===== src/sv/pim_pkg.sv =====
// Package for the pulse-per-second interval monitor.
// Holds the command, status and register codes, reset values and the word types.
// Has no dependencies.
package pim_pkg;

    localparam logic [1:0] CMD_PULSE     = 2'd0;
    localparam logic [1:0] CMD_SET_SECS  = 2'd1;
    localparam logic [1:0] CMD_CLR_OFS   = 2'd2;

    localparam logic [2:0] ST_DISABLED   = 3'd0;
    localparam logic [2:0] ST_FIRST      = 3'd1;
    localparam logic [2:0] ST_WARMUP     = 3'd2;
    localparam logic [2:0] ST_SHORT      = 3'd3;
    localparam logic [2:0] ST_LONG       = 3'd4;
    localparam logic [2:0] ST_ACCEPTED   = 3'd5;
    localparam logic [2:0] ST_CMD_DONE   = 3'd6;

    localparam logic [1:0] CFG_SHORT_THR = 2'd0;
    localparam logic [1:0] CFG_LONG_THR  = 2'd1;
    localparam logic [1:0] CFG_HAS_REF   = 2'd2;
    localparam logic [1:0] CFG_DISABLED  = 2'd3;

    localparam logic [31:0] SHORT_THR_RESET = 32'd999500;
    localparam logic [31:0] LONG_THR_RESET  = 32'd1000500;

    localparam logic signed [31:0] OFFSET_HALF = 32'sd500000;
    localparam logic signed [31:0] OFFSET_FULL = 32'sd1000000;
    localparam logic [31:0]        WARMUP_SECS = 32'd3;

    typedef struct packed {
        logic [31:0] short_thr;
        logic [31:0] long_thr;
        logic        has_ref;
        logic        disabled;
    } t_cfg;

    typedef struct packed {
        logic [1:0]         command;
        logic [31:0]        stamp_us;
        logic signed [31:0] wrapped_ofs;
        logic [31:0]        new_seconds;
    } t_work;

    typedef struct packed {
        logic [2:0]         status;
        logic [31:0]        seconds;
        logic signed [31:0] offset_us;
        logic [31:0]        interval_us;
        logic [31:0]        min_interval_us;
        logic [31:0]        max_interval_us;
        logic [31:0]        short_count;
        logic [31:0]        long_count;
    } t_result;

endpackage


===== src/sv/pim_fifo.sv =====
// Small first-in first-out queue of register entries with show-ahead read.
// Generic in depth and word type; no package dependency.
module pim_fifo #(
    parameter int DEPTH = 2,
    parameter type t_data = logic [7:0]
) (
    input  logic  i_clk,
    input  logic  i_rst_n,
    input  logic  i_push,
    input  t_data i_data,
    output logic  o_full,
    input  logic  i_pop,
    output logic  o_empty,
    output t_data o_data
);

    localparam int PW = (DEPTH > 1) ? $clog2(DEPTH) : 1;
    localparam int CW = $clog2(DEPTH + 1);

    t_data          r_mem [DEPTH];
    logic [PW-1:0]  r_wr_ptr, n_wr_ptr;
    logic [PW-1:0]  r_rd_ptr, n_rd_ptr;
    logic [CW-1:0]  r_count, n_count;
    logic           wr_en, rd_en;

    assign o_full  = (r_count == CW'(DEPTH));
    assign o_empty = (r_count == '0);
    assign o_data  = r_mem[r_rd_ptr];
    assign wr_en   = i_push && !o_full;
    assign rd_en   = i_pop && !o_empty;

    always_comb begin
        n_wr_ptr = r_wr_ptr;
        n_rd_ptr = r_rd_ptr;
        n_count  = r_count;
        if (wr_en) begin
            n_wr_ptr = (r_wr_ptr == PW'(DEPTH - 1)) ? '0 : r_wr_ptr + 1'b1;
        end
        if (rd_en) begin
            n_rd_ptr = (r_rd_ptr == PW'(DEPTH - 1)) ? '0 : r_rd_ptr + 1'b1;
        end
        if (wr_en && !rd_en) begin
            n_count = r_count + 1'b1;
        end else if (rd_en && !wr_en) begin
            n_count = r_count - 1'b1;
        end
    end

    always_ff @(posedge i_clk) begin
        if (!i_rst_n) begin
            r_wr_ptr <= '0;
            r_rd_ptr <= '0;
            r_count  <= '0;
        end else begin
            r_wr_ptr <= n_wr_ptr;
            r_rd_ptr <= n_rd_ptr;
            r_count  <= n_count;
        end
    end

    always_ff @(posedge i_clk) begin
        if (wr_en) begin
            r_mem[r_wr_ptr] <= i_data;
        end
    end

endmodule


===== src/sv/pim_front.sv =====
// Front end: accepts input words and precomputes the wrapped reference offset.
// Depends on pim_pkg for the work word type and offset constants.
module pim_front (
    input  logic            i_push,
    input  logic            i_full,
    input  logic [1:0]      i_command,
    input  logic [31:0]     i_stamp_us,
    input  logic [31:0]     i_ref_stamp_us,
    input  logic [31:0]     i_new_seconds,
    output logic            o_wr,
    output pim_pkg::t_work  o_work
);
    import pim_pkg::*;

    logic signed [31:0] diff;
    logic signed [31:0] diff_lo;
    logic signed [31:0] diff_hi;

    // The offset depends only on the two timestamps, so it is settled here.
    assign diff    = signed'(i_stamp_us - i_ref_stamp_us);
    assign diff_lo = diff - OFFSET_FULL;
    assign diff_hi = diff + OFFSET_FULL;

    always_comb begin
        o_work.command     = i_command;
        o_work.stamp_us    = i_stamp_us;
        o_work.new_seconds = i_new_seconds;
        if (diff > OFFSET_HALF) begin
            o_work.wrapped_ofs = diff_lo;
        end else if (diff < -OFFSET_HALF) begin
            o_work.wrapped_ofs = diff_hi;
        end else begin
            o_work.wrapped_ofs = diff;
        end
    end

    assign o_wr = i_push && !i_full;

endmodule


===== src/sv/pim_back.sv =====
// Back end: holds the monitor state and turns each work word into a result word.
// Depends on pim_pkg for codes, constants and the word types.
module pim_back (
    input  logic              i_clk,
    input  logic              i_rst_n,
    input  pim_pkg::t_cfg     i_cfg,
    input  logic              i_valid,
    input  pim_pkg::t_work    i_work,
    output logic              o_pop,
    input  logic              i_res_full,
    output logic              o_res_push,
    output pim_pkg::t_result  o_result
);
    import pim_pkg::*;

    logic [31:0]        r_last_stamp, n_last_stamp;
    logic [31:0]        r_seconds, n_seconds;
    logic signed [31:0] r_offset, n_offset;
    logic [31:0]        r_min, n_min;
    logic [31:0]        r_max, n_max;
    logic [31:0]        r_short_cnt, n_short_cnt;
    logic [31:0]        r_long_cnt, n_long_cnt;
    logic [2:0]         status;
    logic [31:0]        interval;
    logic [31:0]        secs_inc;
    logic               fire;

    assign fire       = i_valid && !i_res_full;
    assign o_pop      = fire;
    assign o_res_push = fire;
    assign secs_inc   = r_seconds + 32'd1;

    always_comb begin
        n_last_stamp = r_last_stamp;
        n_seconds    = r_seconds;
        n_offset     = r_offset;
        n_min        = r_min;
        n_max        = r_max;
        n_short_cnt  = r_short_cnt;
        n_long_cnt   = r_long_cnt;
        status       = ST_CMD_DONE;
        interval     = '0;
        case (i_work.command)
            CMD_PULSE: begin
                n_last_stamp = i_work.stamp_us;
                if (i_cfg.disabled) begin
                    status = ST_DISABLED;
                end else if (r_last_stamp == '0) begin
                    // A stored stamp of zero means no pulse has been seen yet.
                    status = ST_FIRST;
                end else begin
                    n_seconds = secs_inc;
                    if (i_cfg.has_ref) begin
                        n_offset = i_work.wrapped_ofs;
                    end
                    if (secs_inc < WARMUP_SECS) begin
                        status = ST_WARMUP;
                    end else begin
                        interval = i_work.stamp_us - r_last_stamp;
                        if (interval < i_cfg.short_thr) begin
                            n_short_cnt = r_short_cnt + 32'd1;
                            n_min       = '0;
                            status      = ST_SHORT;
                        end else begin
                            if (r_min == '0 || interval < r_min) begin
                                n_min = interval;
                            end
                            if (interval > i_cfg.long_thr) begin
                                n_long_cnt = r_long_cnt + 32'd1;
                                n_max      = '0;
                                status     = ST_LONG;
                            end else begin
                                if (r_max == '0 || interval > r_max) begin
                                    n_max = interval;
                                end
                                status = ST_ACCEPTED;
                            end
                        end
                    end
                end
            end
            CMD_SET_SECS: begin
                n_seconds = i_work.new_seconds;
            end
            CMD_CLR_OFS: begin
                n_offset = '0;
            end
            default: begin
                status = ST_CMD_DONE;
            end
        endcase
    end

    always_comb begin
        o_result.status          = status;
        o_result.seconds         = n_seconds;
        o_result.offset_us       = n_offset;
        o_result.interval_us     = interval;
        o_result.min_interval_us = n_min;
        o_result.max_interval_us = n_max;
        o_result.short_count     = n_short_cnt;
        o_result.long_count      = n_long_cnt;
    end

    always_ff @(posedge i_clk) begin
        if (!i_rst_n) begin
            r_last_stamp <= '0;
            r_seconds    <= '0;
            r_offset     <= '0;
            r_min        <= '0;
            r_max        <= '0;
            r_short_cnt  <= '0;
            r_long_cnt   <= '0;
        end else if (fire) begin
            r_last_stamp <= n_last_stamp;
            r_seconds    <= n_seconds;
            r_offset     <= n_offset;
            r_min        <= n_min;
            r_max        <= n_max;
            r_short_cnt  <= n_short_cnt;
            r_long_cnt   <= n_long_cnt;
        end
    end

endmodule


===== src/sv/pps_pulse_interval_monitor.sv =====
// Pulse-per-second interval monitor, top level with configuration registers.
// A pushed word is held in the middle queue, turned into a result by the
// combinational back end and written into the output queue, where it can be
// popped. Throughput: one word per cycle while the output queue is not full.
// Reset (synchronous, active low) empties both queues, clears all state and
// restores the register defaults; no clearing pass is needed.
module pps_pulse_interval_monitor #(
    parameter int MID_DEPTH = 2,
    parameter int OUT_DEPTH = 2
) (
    input  logic               i_clk,
    input  logic               i_rst_n,
    input  logic               i_push,
    output logic               o_full,
    input  logic [1:0]         i_command,
    input  logic [31:0]        i_stamp_us,
    input  logic [31:0]        i_ref_stamp_us,
    input  logic [31:0]        i_new_seconds,
    input  logic               i_pop,
    output logic               o_empty,
    output logic [2:0]         o_status,
    output logic [31:0]        o_seconds,
    output logic signed [31:0] o_offset_us,
    output logic [31:0]        o_interval_us,
    output logic [31:0]        o_min_interval_us,
    output logic [31:0]        o_max_interval_us,
    output logic [31:0]        o_short_count,
    output logic [31:0]        o_long_count,
    input  logic               i_cfg_valid,
    output logic               o_cfg_ready,
    input  logic [1:0]         i_cfg_index,
    input  logic [31:0]        i_cfg_data
);
    import pim_pkg::*;

    t_cfg    r_cfg;
    t_work   front_work;
    t_work   mid_work;
    t_result back_result;
    t_result out_result;
    logic    front_wr;
    logic    mid_empty;
    logic    back_pop;
    logic    res_push;
    logic    res_full;

    assign o_cfg_ready = 1'b1;

    always_ff @(posedge i_clk) begin
        if (!i_rst_n) begin
            r_cfg.short_thr <= SHORT_THR_RESET;
            r_cfg.long_thr  <= LONG_THR_RESET;
            r_cfg.has_ref   <= 1'b0;
            r_cfg.disabled  <= 1'b0;
        end else if (i_cfg_valid && o_cfg_ready) begin
            case (i_cfg_index)
                CFG_SHORT_THR: r_cfg.short_thr <= i_cfg_data;
                CFG_LONG_THR:  r_cfg.long_thr  <= i_cfg_data;
                CFG_HAS_REF:   r_cfg.has_ref   <= i_cfg_data[0];
                CFG_DISABLED:  r_cfg.disabled  <= i_cfg_data[0];
                default: begin
                    r_cfg <= r_cfg;
                end
            endcase
        end
    end

    pim_front u_front (
        .i_push         (i_push),
        .i_full         (o_full),
        .i_command      (i_command),
        .i_stamp_us     (i_stamp_us),
        .i_ref_stamp_us (i_ref_stamp_us),
        .i_new_seconds  (i_new_seconds),
        .o_wr           (front_wr),
        .o_work         (front_work)
    );

    pim_fifo #(
        .DEPTH  (MID_DEPTH),
        .t_data (t_work)
    ) u_mid_queue (
        .i_clk   (i_clk),
        .i_rst_n (i_rst_n),
        .i_push  (front_wr),
        .i_data  (front_work),
        .o_full  (o_full),
        .i_pop   (back_pop),
        .o_empty (mid_empty),
        .o_data  (mid_work)
    );

    pim_back u_back (
        .i_clk      (i_clk),
        .i_rst_n    (i_rst_n),
        .i_cfg      (r_cfg),
        .i_valid    (!mid_empty),
        .i_work     (mid_work),
        .o_pop      (back_pop),
        .i_res_full (res_full),
        .o_res_push (res_push),
        .o_result   (back_result)
    );

    pim_fifo #(
        .DEPTH  (OUT_DEPTH),
        .t_data (t_result)
    ) u_out_queue (
        .i_clk   (i_clk),
        .i_rst_n (i_rst_n),
        .i_push  (res_push),
        .i_data  (back_result),
        .o_full  (res_full),
        .i_pop   (i_pop),
        .o_empty (o_empty),
        .o_data  (out_result)
    );

    assign o_status          = out_result.status;
    assign o_seconds         = out_result.seconds;
    assign o_offset_us       = out_result.offset_us;
    assign o_interval_us     = out_result.interval_us;
    assign o_min_interval_us = out_result.min_interval_us;
    assign o_max_interval_us = out_result.max_interval_us;
    assign o_short_count     = out_result.short_count;
    assign o_long_count      = out_result.long_count;

endmodule

===== config.mk =====
export PLATFORM = sky130hd
export DESIGN_NAME = pps_pulse_interval_monitor
export DESIGN_NICKNAME = d
export VERILOG_FILES = /design/src/sv/pim_pkg.sv /design/src/sv/pim_fifo.sv /design/src/sv/pim_front.sv /design/src/sv/pim_back.sv /design/src/sv/pps_pulse_interval_monitor.sv
export SDC_FILE = /design/constraint.sdc
export NUM_CORES = 2
export LEC_CHECK = 0
export BUFFER_PORTS_ARGS = -buffer_cell sky130_fd_sc_hd__buf_2
export CAP_MARGIN = 20
export CORE_MARGIN = 5
export CORE_UTILIZATION = 50
export CTS_BUF_LIST = sky130_fd_sc_hd__clkbuf_8
export CTS_CLUSTER_DIAMETER = 120
export DETAILED_ROUTE_END_ITERATION = 12
export GPL_ROUTABILITY_DRIVEN = 0
export PLACE_DENSITY = 0.69
export SKIP_LAST_GASP = 1
export SYNTH_ARGS = -nofsm -noshare
export SYNTH_HDL_FRONTEND = slang
export SYNTH_SLANG_ARGS = --single-unit

===== constraint.sdc =====
create_clock -name i_clk -period 29.3 [get_ports i_clk]
set_input_delay 4.395 -clock i_clk [delete_from_list [all_inputs] [get_ports i_clk]]
set_output_delay 4.395 -clock i_clk [all_outputs]
set_load 0.02 [all_outputs]

* Word-level counts from Yosys, hierarchy flattened
Memories as Yosys holds them, arrays and structs flattened. A register that Yosys moved wholly into a read port is not among the register bits.
Index checks and enable logic that the tools add are counted.
** Storage, ports and cells
- Bits in registers :: 298
- Memory bits (writable) :: 650
- Bits of input ports :: 137
- Output and inout port bits :: 230
- Logic and storage cells :: 141
- Memories kept :: 2
** Operators by class
- $add $sub $neg :: 15
- Order comparisons :: 7
- Eq/ne operators :: 7
- Multiplexer cells :: 59
- Reduce and logical (&&, ||, !) cells :: 34
** Memory list
- u_out_queue.r_mem :: words 2, bits a word 227, rd ports 1, clocked after memory_dff 1, wr ports 1, line pim_fifo.sv:20 : t_data r_mem [DEPTH];
- u_mid_queue.r_mem :: words 2, bits a word 98, rd ports 1, clocked after memory_dff 1, wr ports 1, line pim_fifo.sv:20
** Operators with widths (number)
- 32-bit two-way mux :: 35
- 32-bit one-hot mux with 2 select lines :: 2
- 32-bit by 1-bit adder with 32-bit output, second input constant :: 3
- 32-bit logical NOT :: 3
- 32-bit greater-than comparator :: 2
- 32-bit < comparator :: 2
- 32-bit subtractor :: 2
- 32-bit by 21-bit adder with 32-bit output, second input constant :: 1
- 32-bit by 20-bit greater-than comparator with 1-bit output, second input constant :: 1
- 32-bit by 2-bit < comparator with 1-bit output, second input constant :: 1
- 32-bit by 20-bit < comparator with 1-bit output, second input constant :: 1
- 32-bit by 21-bit subtractor with 32-bit output, second input constant :: 1
- 3-bit two-way mux :: 5
- 1-bit two-way mux :: 13
- 2-bit equality test, second input constant :: 5
- 1-bit logical AND :: 10
- 2-bit AND reduction :: 5
- 1-bit logical NOT :: 8
- 2-bit logical NOT :: 4
- 2-bit two-way mux :: 4
- 1-bit adder, second input constant :: 4
- 2-bit by 1-bit adder with 2-bit output, second input constant :: 2
- 2-bit by 1-bit equality test with 1-bit output, second input constant :: 2
- 2-bit nonzero test :: 2
- 2 further kinds :: 4

* Depth between registers and ports, before layout
- Depth after elaboration :: 10
- Depth in mapped cells :: 34
- Gate-level depth less buffers :: 28

* Hierarchy
Synthesis repeated with hierarchy kept, for this count alone.
** Second synthesis, totals
- Cell total of the unflattened synthesis :: 4304
- Area total of the unflattened synthesis :: 48322.6 um2
** By module, submodules not included
- pim_back :: times used 1, cells an instance 2412, area each 17908.4 um2, seq. area each 4484.3 um2
- pim_fifo at u_out_queue :: times used 1, cells an instance 731, area each 16713.5 um2, seq. area each 13733.2 um2
- pim_fifo at u_mid_queue :: times used 1, cells an instance 330, area each 7378.3 um2, seq. area each 5985.7 um2
- pim_front :: times used 1, cells an instance 567, area each 3694.8 um2, seq. area each 0.0 um2
- pps_pulse_interval_monitor :: times used 1, cells an instance 264, area each 2627.5 um2, seq. area each 1321.3 um2

* Worst setup path after synthesis
OpenSTA, ideal clock, no wires.
- Path kind :: reg-to-reg
- Start :: register u_out_queue.r_count[0]
- End :: register u_out_queue.r_wr_ptr
- Library setup time :: 0.102 ns
- Arrival time :: 11.127 ns
- Required time :: 29.198 ns
- Slack :: 18.071 ns
- Stages on the path, launching flop included :: 6
- Path buffers :: 2
- Clock period less this slack :: 11.229 ns
- Path through :: dfxtp_1 o22ai_1 clkbuf_1 clkbuf_1 nor2_1 o21a_1
** Between the ends
- Word-level cells in the longest chain between the ends :: 4
** RTL lines
- from (decl) :: line pim_fifo.sv:23 : logic [CW-1:0] r_count, n_count;
- from (signal assigned) :: line pim_fifo.sv:57 : r_count <= n_count;
- 2-bit equality test (*) :: line pim_fifo.sv:26 : assign o_full = (r_count == CW'(DEPTH));
- 1-bit logical NOT (*) :: line pim_fifo.sv:29, pim_back.sv:28
- 1-bit logical AND :: line pim_back.sv:28 : assign fire = i_valid && !i_res_full;
- 1-bit logical AND (*) :: line pim_fifo.sv:29 : assign wr_en = i_push && !o_full;
- to (signal assigned) :: line pim_fifo.sv:55 : r_wr_ptr <= n_wr_ptr;
- to (decl) :: line pim_fifo.sv:21 : logic [PW-1:0] r_wr_ptr, n_wr_ptr;
Every way passes the cells marked *; elsewhere a longest branch is shown, timed or not.
A chain may end at the register's enable or synchronous reset.

==> flow_summary.yaml <==
power:
  p_leak_nw: 19.7
  sequentialPowerShare_pct: 33.7
  power_frac_clock_pct: 18.9
  vdd_ir_max_v: 0.0000918
  share_comb_of_total_power_pct: 47.4
  p_int_mw: 3.53
  power.density_nw_per_um2: 113
  power.share.switching_pct: 41.5
  p_sw_mw: 2.50
synth:
  mappedNetlistNets: 4528
  distinct_cells_synth: 97
  synth_largest_area_cell: "sky130_fd_sc_hd__edfxtp_1"
  synth_sequential_area_ratio_pct: 54.0
  netlist.area_leader.share_pct: 41.3
  synth-async-reset-ratio_pct: 0
  yosysWarningCount: 0
  syn_avg_cell_area_um2: 11.3
  ys_top_cells_by_count: "sky130_fd_sc_hd__edfxtp_1 (650), sky130_fd_sc_hd__nand2_1 (402), sky130_fd_sc_hd__dfxtp_1 (300)"
  synthesis.instances: 4192
  synth_area_um2: 47200
  postSynthRegisterBits: 950
  synthMostInstantiatedCell: "sky130_fd_sc_hd__edfxtp_1"
  synth_enable_flop_cells: 650
  postSynth.topFlopCell: "sky130_fd_sc_hd__edfxtp_1"
  ys_top_cells_by_area: "sky130_fd_sc_hd__edfxtp_1 (41%), sky130_fd_sc_hd__dfxtp_1 (13%), sky130_fd_sc_hd__mux2_2 (6.4%)"
critical_path:
  crit_path_max_incr_delay_ps: 910
  critical_path.slowest_cell: "sky130_fd_sc_hd__nor3_2"
  critical_path_required_ps: 29970
  reg2regPathDepth: 26
  crit_fanout: 56
  crit_arrival_ps: 9270
  timing_worst_setup_path_type: "flop to flop"
  critical_path.endpoint_type: "flop"
  critical-path-top-cell-by-count: "sky130_fd_sc_hd__a21o_1"
  critical_path.startpoint_type: "flop"
  regToRegSetupSlack_ps: 20700
  worst_r2r_endpoint: "u_back.r_short_cnt[31]"
global_routing:
  grt-ovfl-total: 0
  vias_in_the_first_global_route: 32300
  grt_first_pass_wirelength_mm: 183
  grt_start_max_net_pins: 172
  grt_antenna_before_repair: 10
  grtUsageTotal_pct: 23.2
detailed_routing:
  drc: 0
  ant_nets: 0
  drt-total-wl_mm: 120
  avgViaCountPerCell: 5.63
  drt-initial-drc-count: 2710
  drt_pass1_iterations: 6
  detail_route.wl_per_cell_um: 20.1
  dr_total_vias: 33500
sta:
  final_max_slew_viol_count: 0
  rsz0062_at_grt: "false"
  period_minus_slack_ps: 8600
  hold_viol_final: 0
  fin_crit_sh_pct: 29.4
  timing.clock.skew_ps: 35.9
  max_slew_margin_pct: 10.7
  final-setup-viol-count: 0
  timing.setup.tns_ps: 0
  max_freq_mhz: 116
  worst_slew_pin_slew_ps: 1340
place:
  port_buffers: 365
  place_hpwl_mm: 83.1
floorplan:
  fp.dieW_um: 317
  die_height_um: 317
  start_util_pct: 50.5
  design.portCount: 367
  core.rowCount: 112
  floorplan_die_area_um2: 101000
  core_area_um2: 93600
outcome:
  run_status: "finished clean"
finish:
  num-nets-final: 4895
  post_route_cells_drive_above_1_share_pct: 20.8
  area_growth_syn_to_layout_pct: 13.3
  utilization_pct: 57.2
worst_hold_path:
  worstHoldPathType: "flop to flop"
  hold_path_startpoint: "r_cfg[41]"
  hold_depth: 2
  hold_path_end: "r_cfg[41]"
cts:
  cts-htree-levels: 4
  worst_skew_pair.late_latency_ps: 820
  cts_hold_buf: 0
  cts-buffers-inserted: 158
  clk_transition_reported_paths_ps: 60
  cts_resized: 0
  tritoncts_clock_tree: "done"
  root_buffer: "sky130_fd_sc_hd__clkbuf_8"
  clock_path_buffers: 3
  clock_sinks: 950
  post-cts-setup-buffer-count: 0
run:
  timing.max_cap.violations: 0
cells in the final DEF, fill, tap and decap left out, types with 30 or more instances in the layout:
master                     instances
sky130_fd_sc_hd__o21a_1           33
sky130_fd_sc_hd__buf_2           364
sky130_fd_sc_hd__dfxtp_1         298
sky130_fd_sc_hd__o211ai_1         34
sky130_fd_sc_hd__clkbuf_8        175
sky130_fd_sc_hd__a21boi_0        120
sky130_fd_sc_hd__and2_1          100
sky130_fd_sc_hd__inv_1           282
sky130_fd_sc_hd__nor4_1           40
sky130_fd_sc_hd__a21oi_1         144
sky130_fd_sc_hd__edfxtp_1        650
sky130_fd_sc_hd__mux2i_1         103
sky130_fd_sc_hd__nor3_1           51
sky130_fd_sc_hd__xnor2_1         147
sky130_fd_sc_hd__nand3_1          82
sky130_fd_sc_hd__and3_1           43
sky130_fd_sc_hd__nor2b_1         111
sky130_fd_sc_hd__o22ai_1          30
sky130_fd_sc_hd__ha_1            197
sky130_fd_sc_hd__mux2_2          269
sky130_fd_sc_hd__a21o_1           65
sky130_fd_sc_hd__nor2_1          203
sky130_fd_sc_hd__a22oi_1          57
sky130_fd_sc_hd__nand2_1         402
sky130_fd_sc_hd__a22o_1           43
sky130_fd_sc_hd__xor2_1           51
sky130_fd_sc_hd__o21ai_0          97
sky130_fd_sc_hd__nand4_1          69
sky130_fd_sc_hd__a211oi_1         46
sky130_fd_sc_hd__buf_4            63
through the flow:
step                      hold slack, ps  cells  instance area (um2)  worst slack [ps]  total power [mW]
after floorplan                      441   4192                47200             18070              3.96
after global placement               452   5651                50400             20370              4.86
after detailed placement             459   5651                50400             20240              4.91
after CTS                            467   5944                53500             20730              6.07
after global routing                 487   5947                53500             20080              6.41
final                                466   5948                53500             20700              6.03
registers in the layout, indices dropped and copies added (netlist names), 2 cells and up, named ones only:
name	count
u_out_queue.r_mem	454
u_mid_queue.r_mem	196
r_cfg	66
u_back.r_last_stamp	32
u_back.r_long_cnt	32
u_back.r_max	32
u_back.r_min	32
u_back.r_offset	32
u_back.r_seconds	32
u_back.r_short_cnt	32
u_mid_queue.r_count	2
u_out_queue.r_count	2
power groups by stage:
stage / logic [mW] / registers (mW) / clock network [mW]
after floorplan: 1.89 / 2.07 / 0
after global placement: 2.81 / 2.05 / 0
after detailed placement: 2.85 / 2.06 / 0
after CTS: 2.86 / 2.04 / 1.17
after global routing: 3.11 / 2.07 / 1.23
final: 2.86 / 2.03 / 1.14
worst max path at each step:
stage                                 from                       end  slack (ps)  cells after the start
floorplan           u_out_queue.r_count[0]      u_out_queue.r_wr_ptr       18070                      5
global placement             i_stamp_us[0]  u_mid_queue.r_mem[0][55]       20370                     16
detailed placement           i_stamp_us[0]  u_mid_queue.r_mem[0][51]       20240                     16
CTS                                   flop    u_back.r_short_cnt[31]       20730                     26
global route                          flop  u_out_queue.r_mem[1][63]       20080                     29
finish                                flop    u_back.r_short_cnt[31]       20700                     26
cell families after synthesis:
family | synth area share (%)
multiplexers | 8.67
flip-flops | 54.0
buffers and inverters | 3.63
AND/OR/NAND/NOR | 12.9
other | 0.00794
adder cells (fa/ha/maj) | 5.30
XOR/XNOR | 3.71
AO/OA/AOI/OAI | 11.8
worst max-delay path: cells and delay by family, from the launching register on:
kind | cells | cell delay, ps
flops | 1 | 850
buf+inv | 1 | 310
mux | 2 | 860
simple gates | 5 | 2180
compound gates | 16 | 3590
fa+ha+maj | 2 | 630
metal layers:
layer | global-route usage (%) | vias up | part of all wire, %
met5 | 0 | - | 0.042
met4 | 8.13 | 8 | 3.1
met3 | 4.73 | 232 | 7.0
met2 | 37.5 | 1128 | 47
met1 | 31.4 | 16100 | 43
li1 | - | 16000 | -
cell type report:
cell class | instances | area [um2]
antenna | 2 | 5.00
clock buffer | 175 | 2410
clock inverter | 118 | 684
fill | 8011 | 40100
inverter | 222 | 833
multi-input combinational | 2796 | 20100
sequential | 950 | 25500
tap | 1254 | 1570
timing repair buffer | 431 | 2370
Power figures use the tool's default switching activity.
